==> src/design/life_grid_generation_engine_core_assert.svh <==
// Assertion macros for the Life grid engine.
// LGGE_ASSERT_IMP checks a same-cycle implication, LGGE_ASSERT_NXT a next-cycle one.
// Both sample on clock and are disabled while reset is high.
`ifndef LIFE_GRID_GENERATION_ENGINE_CORE_ASSERT_SVH
`define LIFE_GRID_GENERATION_ENGINE_CORE_ASSERT_SVH

`ifndef SYNTHESIS
`define LGGE_ASSERT_IMP(label, ante, cons) \
   label: assert property (@(posedge clock) disable iff (reset) (ante) |-> (cons)) \
      else $error("lgge: implication check failed");
`define LGGE_ASSERT_NXT(label, ante, cons) \
   label: assert property (@(posedge clock) disable iff (reset) (ante) |=> (cons)) \
      else $error("lgge: next-cycle check failed");
`else
`define LGGE_ASSERT_IMP(label, ante, cons)
`define LGGE_ASSERT_NXT(label, ante, cons)
`endif

`endif

==> src/design/lgge_grid_mem.sv <==
`default_nettype none

module lgge_grid_mem #(
   parameter int DEPTH = 64,
   parameter int WIDTH = 64
) (
   input  wire logic                     clock,
   input  wire logic                     wr_en,
   input  wire logic [$clog2(DEPTH)-1:0] wr_addr,
   input  wire logic [WIDTH-1:0]         wr_data,
   input  wire logic                     rd_en,
   input  wire logic [$clog2(DEPTH)-1:0] rd_addr,
   output logic      [WIDTH-1:0]         rd_data
);

   logic [WIDTH-1:0] mem_ff [DEPTH];
   logic [WIDTH-1:0] rd_data_ff;

   always_ff @(posedge clock) begin
      if (wr_en) begin
         mem_ff[wr_addr] <= wr_data;
      end
   end

   // hold the last read word until the next read
   always_ff @(posedge clock) begin
      if (rd_en) begin
         rd_data_ff <= mem_ff[rd_addr];
      end
   end

   assign rd_data = rd_data_ff;

endmodule

`default_nettype wire

==> config.mk <==
export PLATFORM = sky130hd
export DESIGN_NAME = lgge_grid_mem
export DESIGN_NICKNAME = d
export VERILOG_FILES = /design/src/design/life_grid_generation_engine_core_assert.svh /design/src/design/lgge_grid_mem.sv
export SDC_FILE = /design/constraint.sdc
export NUM_CORES = 2
export LEC_CHECK = 0
export BUFFER_PORTS_ARGS = -buffer_cell sky130_fd_sc_hd__buf_2
export CAP_MARGIN = 20
export CORE_ASPECT_RATIO = 1.4
export CORE_MARGIN = 2
export CORE_UTILIZATION = 25
export CTS_CLUSTER_SIZE = 10
export DETAILED_ROUTE_END_ITERATION = 16
export GPL_TIMING_DRIVEN = 1
export HOLD_SLACK_MARGIN = 0.12
export PLACE_DENSITY_LB_ADDON = 0.1
export SLEW_MARGIN = 25
export SYNTH_ARGS = -nofsm -noshare
export SYNTH_HDL_FRONTEND = slang
export SYNTH_SLANG_ARGS = --single-unit
==> constraint.sdc <==
create_clock -name clock -period 7.4 [get_ports clock]
set_input_delay 0.37 -clock clock [delete_from_list [all_inputs] [get_ports clock]]
set_output_delay 0.37 -clock clock [all_outputs]
set_load 0.05 [all_outputs]
Word level (Yosys, flattened, before mapping)
Memory sizes are Yosys's and may differ from the RTL's. A register that Yosys moved wholly into a read port is not among the register bits. Cells that the tools add are included.

Register bits after elaboration: 0. Bits in writable memories: 4096. Input bits: 79. Output and inout port bits: 64. Memories: 1.

Mux-type cells: 2.

Memories: mem_ff (words 64, width 64, rd ports 1, clocked after memory_dff 1, wr ports 1, RTL line lgge_grid_mem.sv:16) `logic [WIDTH-1:0] mem_ff [DEPTH];`.

Operators by type and width (number): 1-bit 2-to-1 mux (2).

Logic depth before layout (Yosys ltp)
Word-level depth: 2. Mapped depth: 9. Depth with buffers taken out: 5.

Least setup slack after synthesis
No wires, ideal clock.

Kind: input -> register. Start: input port wr_addr[3]. End: memory mem_ff[48][0] (enable). Setup time: 0.564 ns. Data arrival time: 5.242 ns. Required time: 6.836 ns. Path slack: 1.594 ns. Cell stages on the path: 4. Path through: clkbuf_1 > nor2b_1 > nand4b_1 > nor3_1.

RTL lines: start: declaration (RTL line lgge_grid_mem.sv:9) `input wire logic [$clog2(DEPTH)-1:0] wr_addr,`; end: declaration (RTL line lgge_grid_mem.sv:16).

No word-level cell before the write port.

Worst setup path in the final report
Start: input port wr_addr[2]. End: memory mem_ff[21][0] (enable).

No word-level cell before the write port.

==> flow_summary.yaml <==
setup_path:
  cpPeakStageDelay_ps: 1090
  cp_max_fo: 31
  arrival_ps: 4240
  cpMaxStageDelayCell: "sky130_fd_sc_hd__nor2_4"
  worst-path-buf-inv: 3
  worstSetupStartpointType: "input pin"
  path_delay_family: "simple AND/OR/NAND/NOR gates"
  cp_data_required_time_ps: 8040
  cell_chain_of_the_critical_path: "dlygate4sd3_1, buf_2, nor2b_1, nand3_1, nor2_4, buf_4"
  path_class: "in -> reg"
  regToRegStartpoint: "mem_ff[55][20]"
  timing.critical_path.from: "wr_addr[2]"
  worstSetupEndpointType: "register"
detailed_routing:
  wl_cell_microns: 35.8
  initialDrtViolationCount: 6646
  drt_first_pass_iters: 5
  antenna_nets_post_route: 0
  drt_wl_total_microns: 557000
  remaining_drc_errors: 0
  drt-vias-per-instance: 4.79
  vias: 74700
timing:
  setup_viol_count_final: 0
  min_period_over_period_pct: 48.6
  final-max-slew-violation-count: 0
  final-hold-violation-count: 0
  clock-skew-final_ps: 35.2
  fmax_mhz: 278
  post-route-min-period_ps: 3600
  fin_setup_tns_ps: 0
  maxSlewHeadroom_pct: 25.3
  worst_pin_slew_ps: 1120
  rsz0062_at_grt: "false"
die:
  fp.dieH_microns: 942
  chipWidth_microns: 674
  initial_core_utilization_pct: 25.1
  num_rows: 344
  placeableCoreArea_sq_um: 626000
  die-area_sq_um: 634000
  num_io_pins: 143
clock_tree:
  tritoncts_num_sinks: 4160
  post_cts_resize_count: 0
  cts_tree: "built"
  clockBufferDepth: 4
  root_buffer: "sky130_fd_sc_hd__clkbuf_16"
  worst_skew_pair.late_latency_ps: 1040
  htreeDepth: 5
  clock_buffers_created_by_tritoncts: 460
  postCtsSetupBuffers: 0
  clk_pin_slew_worst_paths_ps: 60
  postCtsHoldBufs: 69
min_path:
  worstHoldPathType: "in -> reg"
  worstHoldStart: "wr_en"
global_route:
  track_usage_pct: 17.2
  number_of_antenna_violations_at_the_first_check_in_global_routing: 51
  grt_start_max_net_pins: 120
  globalRoute.totalOverflow: 0
  grt_pass1_wl_microns: 746000
  first_global_vias: 79500
finish:
  layout-drive-gt1-share_pct: 28.2
  syn_to_final_growth_pct: 16.3
  fin_util_pct: 29.2
  finish.instance_area_sq_um: 183000
  finalNetCount: 7262
  final_cell_count_no_fill: 15600
synthesis:
  syn-cell-area_sq_um: 157000
  number_of_flops_mapped_to_enable_cells_by_yosys: 4160
  syn_nets: 6677
  synth.top_cells.by_count: "4,160 x sky130_fd_sc_hd__edfxtp_1, 1,024 x sky130_fd_sc_hd__mux4_2, 170 x sky130_fd_sc_hd__buf_2"
  synthXorXnorAreaFrac_pct: 0
  synth_adder_area_share_pct: 0
  synth-seq-area-share_pct: 79.6
  post_synthesis_mux_area_share_pct: 15.6
  synth-compound-area-share_pct: 2.47
  synth_area_per_cell_sq_um: 23.8
  cell_type_with_the_largest_total_area_after_synthesis: "sky130_fd_sc_hd__edfxtp_1"
  synth_simple_gate_area_share_pct: 1.23
  top_reg_cell_synth: "sky130_fd_sc_hd__edfxtp_1"
  synth.top_cell.area_share_pct: 79.6
  async_flop_share_pct: 0
  synth_top_family_by_area: "multiplexers"
  synth.most_common_cell: "sky130_fd_sc_hd__edfxtp_1"
  postSynthCellCount: 6598
  yosys.cell_types.count: 32
  synth.top_cells.by_area: "sky130_fd_sc_hd__edfxtp_1 80%, sky130_fd_sc_hd__mux4_2 15%, sky130_fd_sc_hd__mux2i_1 0.86%"
  synth.yosys.warnings: 0
  postSynthRegisterBits: 4160
placed_design:
  io_buffer_count: 142
  hpwl_detailed_microns: 314000
  routability_cong: 0.733
  placedInstanceArea_sq_um: 170000
  dp_cells: 15000
power_and_ir_drop:
  power_mw: 48.8
  leakage_nw: 55.2
  areal_power_density_over_the_cells_nw_per_um2: 267
  ir_worst_vdd_mv: 0.183
run_status:
  run_status: "finished, final reports clean"
flow_run:
  drv_cap: 0
routing by layer:
layer | part of all wire, % | GRT usage [%] | vias to the layer above
met3 | 3.9 | 2.33 | 558
met4 | 1.9 | 3.33 | 14
li1 | - | - | 29500
met1 | 41 | 21.7 | 42800
met5 | 0.024 | 0.0674 | -
met2 | 53 | 31.5 | 1766
final timing paths:
check	slack, ps	cells past startpoint	to
setup / recovery	3800	6	mem_ff[21][0]
hold / removal	250	4	mem_ff[50][9]
setup reg to reg	4920	5	rd_data[20]
hold reg to reg	920	4	rd_data[42]
power by group:
| group | internal [mW] | leakage [nW] | switching [mW] |
|---|---|---|---|
| clock network | 11.0 | 5.90 | 8.99 |
| logic | 0.844 | 11.8 | 1.68 |
| registers | 26.2 | 37.5 | 0.100 |
flip-flops by register name, indices dropped and copies added (netlist names):
register  flops
rd_data      64
mem_ff     4096
layout by cell type (no fill, tap or decap), types with 3 or more instances in the layout:
master	count
sky130_fd_sc_hd__edfxtp_1	4160
sky130_fd_sc_hd__mux4_2	1024
sky130_fd_sc_hd__clkbuf_16	462
sky130_fd_sc_hd__buf_4	281
sky130_fd_sc_hd__a22oi_1	168
sky130_fd_sc_hd__mux2i_1	135
sky130_fd_sc_hd__a22o_1	88
sky130_fd_sc_hd__buf_2	86
sky130_fd_sc_hd__o22ai_1	83
sky130_fd_sc_hd__dlygate4sd3_1	69
sky130_fd_sc_hd__nor2_4	65
sky130_fd_sc_hd__and3_1	64
sky130_fd_sc_hd__a211oi_1	61
sky130_fd_sc_hd__nand2_1	54
sky130_fd_sc_hd__nor2_1	47
sky130_fd_sc_hd__buf_12	47
sky130_fd_sc_hd__nand3_1	45
sky130_fd_sc_hd__o221ai_1	38
sky130_fd_sc_hd__clkbuf_1	38
sky130_fd_sc_hd__or3_1	29
sky130_fd_sc_hd__or2_2	28
sky130_fd_sc_hd__a41oi_1	26
sky130_fd_sc_hd__nor2b_1	24
sky130_fd_sc_hd__inv_1	19
sky130_fd_sc_hd__a2bb2oi_1	19
sky130_fd_sc_hd__diode_2	18
sky130_fd_sc_hd__a31oi_1	18
sky130_fd_sc_hd__inv_6	13
sky130_fd_sc_hd__nand2b_1	7
sky130_fd_sc_hd__clkinv_1	7
sky130_fd_sc_hd__clkinv_8	4
sky130_fd_sc_hd__buf_6	4
sky130_fd_sc_hd__buf_16	4
sky130_fd_sc_hd__nand2b_2	3
sky130_fd_sc_hd__nor2b_4	3
sky130_fd_sc_hd__inv_16	3
sky130_fd_sc_hd__clkinv_2	3
worst min-delay path, delay by kind of cell:
kind / cells / cell delay (ps)
and+or+nand+nor: 2 / 420
buffers and inverters: 2 / 310
metrics by stage:
| step | hold slack [ps] | setup slack, ps |
|---|---|---|
| after floorplan | 469 | 1590 |
| after CTS | 141 | 3950 |
| final | 248 | 3800 |
| after global routing | 242 | 3820 |
| after global placement | 902 | 3110 |
| after detailed placement | 895 | 3120 |
final cells by class:
class	count	area, sq um
antenna	18	45.0
clock buffer	500	11700
clock inverter	33	348
fill	60600	444000
inverter	19	71.3
multi-input combinational	2049	30800
sequential	4160	125000
tap	8304	10400
timing repair buffer	493	4360
cells by family after synthesis:
kind of cell	Yosys count
flops	4160
mux	1159
compound gates	504
buf+inv	389
simple gates	386
(Power assumes the default switching activity.)
