<file path="config.mk">
export PLATFORM = sky130hd
export DESIGN_NAME = lgge_row_unit
export DESIGN_NICKNAME = d
export VERILOG_FILES = /design/src/design/life_grid_generation_engine_core_assert.svh /design/src/design/lgge_pkg.sv /design/src/design/lgge_row_unit.sv
export SDC_FILE = /design/constraint.sdc
export NUM_CORES = 1
export LEC_CHECK = 0
export ABC_AREA = 1
export BUFFER_PORTS_ARGS = -buffer_cell sky130_fd_sc_hd__clkbuf_2
export CORE_UTILIZATION = 59
export DETAILED_ROUTE_END_ITERATION = 6
export PLACE_DENSITY = 0.94
export SYNTH_ARGS = -nofsm -noshare
export SYNTH_HDL_FRONTEND = slang
export SYNTH_SLANG_ARGS = --single-unit
</file>
<file path="constraint.sdc">
create_clock -name vclk -period 4.83
set_input_delay 0 -clock vclk [all_inputs]
set_output_delay 0 -clock vclk [all_outputs]
set_load 0.01 [all_outputs]
</file>
<file path="src/design/life_grid_generation_engine_core_assert.svh">
// Assertion macros for the Life grid engine.
// LGGE_ASSERT_IMP checks a same-cycle implication, LGGE_ASSERT_NXT a next-cycle one.
// Both sample on clock and are disabled while reset is high.
`ifndef LIFE_GRID_GENERATION_ENGINE_CORE_ASSERT_SVH
`define LIFE_GRID_GENERATION_ENGINE_CORE_ASSERT_SVH

`ifndef SYNTHESIS
`define LGGE_ASSERT_IMP(label, ante, cons) \
   label: assert property (@(posedge clock) disable iff (reset) (ante) |-> (cons)) \
      else $error("lgge: implication check failed");
`define LGGE_ASSERT_NXT(label, ante, cons) \
   label: assert property (@(posedge clock) disable iff (reset) (ante) |=> (cons)) \
      else $error("lgge: next-cycle check failed");
`else
`define LGGE_ASSERT_IMP(label, ante, cons)
`define LGGE_ASSERT_NXT(label, ante, cons)
`endif

`endif

</file>
<file path="src/design/lgge_pkg.sv">
`default_nettype none

package lgge_pkg;

   localparam int ROW_W      = 64;
   localparam int IDX_W      = 6;
   localparam int GEOM_W     = 7;
   localparam int GEN_W      = 16;
   localparam int CSR_IDX_W  = 2;
   localparam int CSR_DATA_W = 16;
   localparam int NB_CNT_W   = 4;

   localparam logic [CSR_IDX_W-1:0] CSR_GRID_ROWS = 2'd0;
   localparam logic [CSR_IDX_W-1:0] CSR_GRID_COLS = 2'd1;
   localparam logic [CSR_IDX_W-1:0] CSR_GEN_COUNT = 2'd2;

   localparam logic [GEOM_W-1:0] GRID_ROWS_RST = 7'd64;
   localparam logic [GEOM_W-1:0] GRID_COLS_RST = 7'd64;
   localparam logic [GEN_W-1:0]  GEN_COUNT_RST = 16'd1;

   // smallest legal grid edge
   localparam int MIN_DIM = 3;

   // neighbor counts of the B3/S23 rule
   localparam logic [NB_CNT_W-1:0] NB_BIRTH = 4'd3;
   localparam logic [NB_CNT_W-1:0] NB_KEEP  = 4'd2;

   typedef enum logic [2:0] {
      ST_IDLE    = 3'b001,
      ST_COMPUTE = 3'b010,
      ST_EMIT    = 3'b100
   } state_type;

endpackage

`default_nettype wire

</file>
<file path="src/design/lgge_row_unit.sv">
`default_nettype none

module lgge_row_unit #(
   parameter int MAX_COLS = 64
) (
   input  wire logic [MAX_COLS-1:0]       up_row,
   input  wire logic [MAX_COLS-1:0]       cur_row,
   input  wire logic [MAX_COLS-1:0]       dn_row,
   input  wire logic [lgge_pkg::GEOM_W-1:0] eff_cols,
   input  wire logic [MAX_COLS-1:0]       col_mask,
   output logic      [MAX_COLS-1:0]       next_row
);

   localparam int CIW = $clog2(MAX_COLS);

   logic [CIW-1:0] top_col;

   // column j takes column j-1, column 0 takes the top used column
   function automatic logic [MAX_COLS-1:0] from_left(input logic [MAX_COLS-1:0] x,
                                                     input logic [CIW-1:0] top);
      return {x[MAX_COLS-2:0], x[top]};
   endfunction

   // column j takes column j+1, the top used column takes column 0
   function automatic logic [MAX_COLS-1:0] from_right(input logic [MAX_COLS-1:0] x,
                                                      input logic [CIW-1:0] top);
      logic [MAX_COLS-1:0] r;
      r      = {1'b0, x[MAX_COLS-1:1]};
      r[top] = x[0];
      return r;
   endfunction

   assign top_col = CIW'(eff_cols - lgge_pkg::GEOM_W'(1));

   always_comb begin
      logic [MAX_COLS-1:0] ul, ur, cl, cr, dl, dr;
      logic [lgge_pkg::NB_CNT_W-1:0] cnt;
      ul = from_left(up_row, top_col);
      ur = from_right(up_row, top_col);
      cl = from_left(cur_row, top_col);
      cr = from_right(cur_row, top_col);
      dl = from_left(dn_row, top_col);
      dr = from_right(dn_row, top_col);
      for (int j = 0; j < MAX_COLS; j++) begin
         cnt = lgge_pkg::NB_CNT_W'(ul[j]) + lgge_pkg::NB_CNT_W'(up_row[j])
             + lgge_pkg::NB_CNT_W'(ur[j]) + lgge_pkg::NB_CNT_W'(cl[j])
             + lgge_pkg::NB_CNT_W'(cr[j]) + lgge_pkg::NB_CNT_W'(dl[j])
             + lgge_pkg::NB_CNT_W'(dn_row[j]) + lgge_pkg::NB_CNT_W'(dr[j]);
         next_row[j] = col_mask[j]
                     & ((cnt == lgge_pkg::NB_BIRTH)
                        | ((cnt == lgge_pkg::NB_KEEP) & cur_row[j]));
      end
   end

endmodule

`default_nettype wire

</file>
### Yosys cells after proc, flatten, opt, wreduce, memory -nomap -nowiden

Index checks and enable logic that the tools add are counted.

| storage, ports and cells | value |
|---|---|
| output and inout port bits | 64 |
| logic and storage cells | 783 |
| flip-flop bits (word level) | 0 |

| cells by class | value |
|---|---|
| multiplexer cells | 11 |
| $lt $le $gt $ge | 2 |
| equal/unequal tests | 128 |
| reductions and logical operators | 1 |
| add/sub/neg operators | 449 |
| bitwise gates (word level) | 192 |

Operators by type and width:

| operator | number |
|---|---|
| 4-bit by 1-bit adder with 4-bit output | 256 |
| 4-bit by 2-bit == test with 1-bit output (second input constant) | 128 |
| 3-bit by 1-bit adder with 4-bit output | 64 |
| 2-bit by 1-bit adder with 3-bit output | 64 |
| 64-bit bitwise mux | 3 |
| 1-bit by 1-bit adder with 2-bit output | 64 |
| 1-bit bitwise AND | 128 |
| 1-bit OR | 64 |
| 1-bit binary-select mux with 6-bit select | 3 |
| 6-bit by 7-bit less-than comparator with 1-bit output (second input constant) | 1 |
| 1-bit demux with 6-bit select | 1 |
| 6-bit by 1-bit >= comparator with 1-bit output (second input constant) | 1 |
| 6-bit by 1-bit subtractor with 6-bit output (second input constant) | 1 |
| 1-bit two-way mux | 4 |
| 1-bit logical AND | 1 |

### Logic depth before layout (Yosys ltp)

Gate-level depths: netlist of run 1.

| depth | value |
|---|---|
| word-level depth | 16 |
| gate-level depth with buffers | 25 |

### Worst setup path after synthesis of run 1

No wires, ideal clock.

| timing | value |
|---|---|
| kind | input-to-output |
| start point | in eff_cols[0] (netlist name) |
| end point | out next_row[0] |
| data arrival time | 4,178 ps |
| buffers on the path | 3 |
| stages | 19 |
| data required time | 4,830 ps |
| path slack | 652 ps |
| cell sequence | inv_2 buf_2 buf_2 ha_1 buf_2 nand3_1 nor2_1 nand2_1 nand2_1 o21ai_1 fa_1 inv_1 fa_1 fa_1 inv_1 ha_1 fa_1 o21ai_0 nor2_1 |

| on the way | value |
|---|---|
| word-level cells in the longest chain between the ends | 16 |
| elaborated cells on any way between the ends | 27 |
| those cells by class | 8 x add/sub; 2 x order compare; 2 x eq/ne; 11 x mux; 3 x bitwise; 1 x reduce/logical |

RTL lines:

| item | line | text |
|---|---|---|
| start: declaration | lgge_row_unit.sv:9 | `input wire logic [lgge_pkg::GEOM_W-1:0] eff_cols,` |
| 6-bit by 1-bit subtractor with 6-bit output (*) | lgge_row_unit.sv:33 | `assign top_col = CIW'(eff_cols - lgge_pkg::GEOM_W'(1));` |
| 6-bit by 7-bit less-than comparator with 1-bit output (not written as such) or 6-bit by 1-bit >= comparator with 1-bit output (tied branches) | lgge_row_unit.sv:29 | `r[top] = x[0];` |
| 1-bit logical AND (not written as such) | lgge_row_unit.sv:29 |  |
| 1-bit two-way mux (not written as such) | lgge_row_unit.sv:29 |  |
| 1-bit demux with 6-bit select | lgge_row_unit.sv:29 |  |
| 64-bit bitwise mux | lgge_row_unit.sv:29 |  |
| 2-bit by 1-bit adder with 3-bit output | lgge_row_unit.sv:46 | `+ lgge_pkg::NB_CNT_W'(ur[j]) + lgge_pkg::NB_CNT_W'(cl[j])` |
| 3-bit by 1-bit adder with 4-bit output | lgge_row_unit.sv:46 |  |
| 4-bit by 1-bit adder with 4-bit output (2 in series) | lgge_row_unit.sv:47 | `+ lgge_pkg::NB_CNT_W'(cr[j]) + lgge_pkg::NB_CNT_W'(dl[j])` |
| 4-bit by 1-bit adder with 4-bit output | lgge_row_unit.sv:48 | `+ lgge_pkg::NB_CNT_W'(dn_row[j]) + lgge_pkg::NB_CNT_W'(dr[j]);` |
| 4-bit by 1-bit adder with 4-bit output (*) | lgge_row_unit.sv:48 |  |
| 4-bit by 2-bit == test with 1-bit output | lgge_row_unit.sv:51 | `\| ((cnt == lgge_pkg::NB_KEEP) & cur_row[j]));` |
| 1-bit bitwise AND | lgge_row_unit.sv:51 |  |
| 1-bit OR (*) | lgge_row_unit.sv:51 |  |
| 1-bit bitwise AND (*) | lgge_row_unit.sv:50 | `& ((cnt == lgge_pkg::NB_BIRTH)` |
| end: declaration | lgge_row_unit.sv:11 | `output logic [MAX_COLS-1:0] next_row` |

Mark *: on every way between the ends. The rest lies on a longest branch, timed or not. The select of a mux whose other input is x is not followed.

### Final worst setup path of run 1

| timing | value |
|---|---|
| start point | in eff_cols[1] (netlist name) |
| end point | out next_row[51] |

| on the way | value |
|---|---|
| word-level cells in the longest chain between the ends | 16 |
| elaborated cells on any way between the ends | 20 |
| those cells by class | 7 x add/sub; 2 x order compare; 2 x eq/ne; 5 x mux; 3 x bitwise; 1 x reduce/logical |

RTL lines:

| item | line |
|---|---|
| 6-bit by 1-bit subtractor with 6-bit output (*) | lgge_row_unit.sv:33 |
| 6-bit by 7-bit less-than comparator with 1-bit output (not written as such) or 6-bit by 1-bit >= comparator with 1-bit output (tied branches) | lgge_row_unit.sv:29 |
| 1-bit logical AND (not written as such) | lgge_row_unit.sv:29 |
| 1-bit two-way mux (not written as such) | lgge_row_unit.sv:29 |
| 1-bit demux with 6-bit select (*) | lgge_row_unit.sv:29 |
| 64-bit bitwise mux | lgge_row_unit.sv:29 |
| 2-bit by 1-bit adder with 3-bit output | lgge_row_unit.sv:46 |
| 3-bit by 1-bit adder with 4-bit output | lgge_row_unit.sv:46 |
| 4-bit by 1-bit adder with 4-bit output (2 in series) | lgge_row_unit.sv:47 |
| 4-bit by 1-bit adder with 4-bit output | lgge_row_unit.sv:48 |
| 4-bit by 1-bit adder with 4-bit output (*) | lgge_row_unit.sv:48 |
| 4-bit by 2-bit == test with 1-bit output | lgge_row_unit.sv:51 |
| 1-bit bitwise AND | lgge_row_unit.sv:51 |
| 1-bit OR (*) | lgge_row_unit.sv:51 |
| 1-bit bitwise AND (*) | lgge_row_unit.sv:50 |

Mark *: on every way between the ends. The rest lies on a longest branch, timed or not.

==> results.cfg, run 1 <==
[run_status]
status = completed

[layout]
drive_above_1_share = 0.152
nets = 3187
areaGrowthSynthToFinish_pct = 13.4
seq_cells = 0
nClkBuffers = 0
regArea_um2 = 0

[logic_synthesis]
syn_inst = 2175
synth_area_leader_cell = fa_1
ys_warn_count = 0
synth.most_common_cell = nand2_1
netlist_area_um2 = 15100
ys_types = 25
syn_nets = 2887
synthTopCellsByCount = nand2_1 (512), inv_1 (404), nor2_1 (257), fa_1 (256), o21ai_0 (210)
ys_top_cells_by_area = fa_1 (34%), ha_1 (16%), nand2_1 (13%), inv_1 (10%), o21ai_0 (7.0%)
synth_top_area_share = 0.340
ys_seq_area_frac = 0
avgSynthCellArea_um2 = 6.93

[worst_setup_path]
crit_type = in2out
start_kind = primary input
crit_fanout = 8
end_kind = primary output
cp.arrival_ns = 4.53
critPathLaunch = eff_cols[1]
required_ns = 4.83

[floorplanning]
die_area_um2 = 26200
die_h_um = 162
start_util = 0.600
core_um2 = 25100
ioPinCount = 327
dieWidth_um = 162
row_count = 58

[global_routing]
grt_use_met3 = 0.0370
grt_antenna_before_repair = 1
use_met1 = 0.442
grt-ovfl-total = 0
grt_usage = 0.356
grt_pass1_vias = 16292
grt_max_degree = 82
grt_util_met2 = 0.624
grt_pass1_wl_um = 75800
grt_most_used_layer = met2

[job]
cap_violations = 0

[clock_network]
ctsResizeCount = 0
hold_buffers = 0
post_cts_buffers = 0

[timing]
tns_ns = 0
timing.fmax_mhz = 221
relSlewSlack = 0.375
fin_crit_ns = 4.53
drv_slew = 0
rsz0062_at_grt = false
worstMarginPinSlew_ns = 0.936
min_period_over_period = 0.938
setup_viol = 0
hold_viol_final = 0

[drt]
drt_pass1_iterations = 6
vias = 16049
ant_nets = 0
wirelength_um = 45800
drtIter0Drc = 1184
viasPerCell = 5.72
wire_per_inst_um = 16.3
drcViolationCount = 0

[placement]
place_hpwl_um = 38400
place.gp.congestion = 0.903
portBuffers = 326

[power_and_ir_drop]
worst_ir_drop_vdd_mv = 0.126
powerDensity_nw_per_um2 = 183
finalPower_w = 0.00313
p_leak_nw = 9.50

[worst_hold_path]
hp-start = col_mask[4]
min_path_type = in2out
final cells by class:
cell class | instances | area [µm²]
diodes | 1 | 2.50
well taps | 330 | 413
multi-input cells | 1714 | 13300
inverters | 407 | 1530
repair buffers | 352 | 1830
fillers | 2132 | 8030
where the power goes:
part | switching, W | internal [W] | total, W
sequential | 0 | 0 | 0
combinational | 0.00185 | 0.00129 | 0.00313
clock | 0 | 0.0000000000277 | 0.0000000000277
worst paths after layout:
path                            to  slack [ns]  cells past startpoint
worst max-delay path  next_row[51]        0.30                     20
worst min-delay path   next_row[4]        0.29                      4
critical path, stage by stage:
cell and delay [ns]:
clkbuf_2 0.12, inv_1 0.05, ha_1 0.28, inv_1 0.12, nand3_1 0.35, nor2_1 0.62, buf_4 0.28, nand2_1 0.14
nand2_1 0.11, o21ai_0 0.12, fa_1 0.55, inv_1 0.06, fa_1 0.49, ha_1 0.23, fa_1 0.39, nand2_1 0.08
a211oi_1 0.04, o21ai_0 0.27, nor2_1 0.08, clkbuf_2 0.13
cells by family after synthesis:
kind of cell / count (synthesis) / share of synthesized area
xor+xnor: 3 / 0.00399
simple gates: 834 / 0.218
compound gates: 428 / 0.161
fa+ha+maj: 449 / 0.500
buf+inv: 461 / 0.117
stage by stage:
step                      utilization  instance area [µm²]  cells  worst slack, ns  hold slack, ns
after floorplan                     -                15100   2175            0.652           0.113
after global placement          0.680                17100   2803            0.385           0.288
after detailed placement        0.680                17100   2803            0.420           0.291
after CTS                       0.680                17100   2803            0.391           0.290
after global routing            0.680                17100   2804           0.0749           0.308
final                           0.680                17100   2804            0.297           0.289
layout by cell type (no fill, tap or decap):
master,Yosys,final
diode_2,0,1
nand2_2,6,6
or2_2,2,2
nor2_4,8,8
nand3_1,47,47
xnor2_4,1,1
nor2_1,257,256
inv_2,2,3
o21ai_0,210,210
nand3_4,1,1
a211oi_1,32,32
ha_1,193,193
fa_1,256,256
clkbuf_2,0,325
a21oi_1,41,41
a2111oi_0,32,32
o21ai_1,81,81
xor2_2,2,2
nand2_1,512,512
nor2_2,1,2
inv_1,404,404
o211ai_1,32,32
buf_4,1,27
routing by layer:
layer | vias up | wire, µm
met5 | - | 0
met4 | 0 | 2150
met3 | 185 | 4050
met2 | 858 | 22200
met1 | 7502 | 17400
li1 | 7504 | -
(Power assumes the default switching activity.)
==> run 2, diff against run 1 <==
ABC_AREA = 0   (was 1)
CORE_UTILIZATION = 58   (was 59)
PLACE_DENSITY = 0.93   (was 0.94)
==> results.cfg, run 2 <==
[run_status]
status = completed

[layout]
post_layout_nonfiller_instances = 2097
nFillCells = 1931
nClkBuffers = 0
areaGrowthSynthToFinish_pct = 14.1
final_common_cell = clkbuf_2
seq_cells = 0
regArea_um2 = 0
final_cell_mix = clkbuf_2 (325), fa_1 (256), inv_1 (198)
nets = 2485
drive_above_1_share = 0.267

[logic_synthesis]
synthAdderAreaFrac = 0.521
synth_top_family_by_area = adder cells
syn_inst = 1473
synthTopCellsByCount = fa_1 (256), inv_1 (198), ha_1 (193), mux2i_1 (150), nand3_1 (92)
ys_seq_area_frac = 0
synth_area_leader_cell = fa_1
ys_top_cells_by_area = fa_1 (35%), ha_1 (17%), mux2i_1 (10%), inv_1 (5.1%), o2111a_1 (5.0%)
synthXorXnorAreaFrac = 0.00302
synth_compound_area_frac = 0.123
netlist_area_um2 = 14500
ys_types = 57
synth.most_common_cell = fa_1
ys_warn_count = 0
synth-simple-area-share = 0.0882
syn_nets = 2185
synth_mux_area_frac = 0.193
avgSynthCellArea_um2 = 9.83
synth_top_area_share = 0.354

[global_routing]
grt_antenna_before_repair = 1
grt-ovfl-total = 0
grt_max_degree = 67
grt_pass1_wl_um = 74800
grt_usage = 0.367
grt_pass1_vias = 14728

[timing]
worstMarginPinSlew_ns = 0.901
drv_slew = 0
setup_viol = 0
relSlewSlack = 0.399
hold_viol_final = 0
fin_hold_ws_ns = 0.295
fin_crit_ns = 4.67
min_period_over_period = 0.967
timing.fmax_mhz = 214

[drt]
vias = 13663
drtIter0Drc = 1012
drt_pass1_iterations = 6
ant_nets = 0
drcViolationCount = 0
wirelength_um = 46000
viasPerCell = 6.52
wire_per_inst_um = 22.0

[worst_setup_path]
critical-path-max-stage-delay_ns = 0.56
start_kind = primary input
crit_fanout = 8
crit_chain = clkbuf_2 -> inv_1 -> ha_1 -> or3_1 -> o31ai_1 -> a22oi_1 -> nand2b_1 -> nor2_2 -> mux2_2 -> fa_1 -> inv_1 -> fa_1 -> fa_1 -> inv_1 -> ha_1 -> fa_1 -> o21ai_0 -> o2111a_1 -> clkbuf_2
cp.arrival_ns = 4.67
end_kind = primary output
required_ns = 4.83
crit_type = in2out
crit_top_cell = fa_1
crit_slowest_cell = fa_1
critPathLaunch = eff_cols[1]

[floorplanning]
die_area_um2 = 25600
dieWidth_um = 160
core_um2 = 24400
ioPinCount = 327
die_h_um = 160
start_util = 0.594
row_count = 57

[job]
cap_violations = 0

[placement]
place.gp.congestion = 0.965
place_hpwl_um = 38500
placed_cells = 2095
portBuffers = 326

[power_and_ir_drop]
worst_ir_drop_vdd_mv = 0.109
p_int_w = 0.00135
p_leak_nw = 8.11
sw_frac_of_total = 0.564
power.switching_w = 0.00175
p_clk_frac = 0
powerDensity_nw_per_um2 = 188
comb_power_share = 1.000
power_frac_seq = 0

[worst_hold_path]
hp-start = col_mask[38]
min_path_type = in2out
hold-path-cell-count = 3
min_to = next_row[38]

[clock_network]
post_cts_buffers = 0
-- run 2: cell types whose count changed in the layout (fill, tap and decap cells not counted), sizes merged, moves of 64 or more --
cell    before  now
inv        407  198
mux2         0   65
mux2i        0  150
nand2      518   89
nor2       266   56
o2111a       0   64
o21ai      291   70
-- run 2: what timing repair did --
action	in CTS	in global routing
setup endpoints to repair	0	17
hold buffers	0	0
gates resized for setup	0	12
-- run 2: worst max-delay path by stage --
stage / end / slack [ns]
after floorplan: next_row[0] / 0.05
after global routing: next_row[56] / -0.02
after detailed placement: next_row[53] / 0.10
after CTS: next_row[53] / 0.09
final: next_row[0] / 0.16
after global placement: next_row[48] / 0.26
-- run 2: routing by layer --
metal  GRT usage  wire (µm)
met1       0.450      17200
met2       0.625      22200
met3      0.0597       4160
met4       0.186       2440
met5           0          0
-- run 2: layout make-up --
| type | count | area (µm²) | share of cell area |
|---|---|---|---|
| antenna | 2 | 5.00 | 0.000303 |
| multi-input combinational | 1216 | 13500 | 0.817 |
| timing repair buffer | 357 | 1880 | 0.114 |
| tap | 324 | 405 | 0.0245 |
| inverter | 198 | 743 | 0.0450 |
-- run 2: kinds of logic after synthesis --
logic type                 Yosys count
AOI/OAI and AO/OA                  252
xor gates and xnor gates             2
adders and majority gates          449
buffers and inverters              257
muxes                              240
and+or+nand+nor                    273
-- run 2: power groups by stage --
stage	Combinational (W)	Sequential [W]	Clock, W
2_1_floorplan	0.00207	0	0
3_3_place_gp	0.00281	0	0
3_5_place_dp	0.00306	0	0
4_1_cts	0.00308	0	0
5_1_grt	0.00353	0	0.0000000000277
6_report	0.00310	0	0.0000000000554
-- run 2: metrics by stage --
stage               power [W]  cell area (µm²)  TNS (ns)   util  setup WS (ns)
finish                0.00310            16500         0  0.677          0.158
global route          0.00353            16500   -0.0158  0.677        -0.0158
CTS                   0.00308            16500         0  0.676         0.0899
detailed placement    0.00306            16500         0  0.676          0.101
global placement      0.00281            16500         0  0.676          0.265
floorplan             0.00207            14500         0      -         0.0508
-- run 2: worst max-delay path: cells and delay by family --
family | cells | cell delay (ns)
and+or+nand+nor | 3 | 0.65
adders and majority gates | 6 | 2.36
AOI/OAI and AO/OA | 4 | 0.81
buffers and inverters | 5 | 0.49
muxes | 1 | 0.35
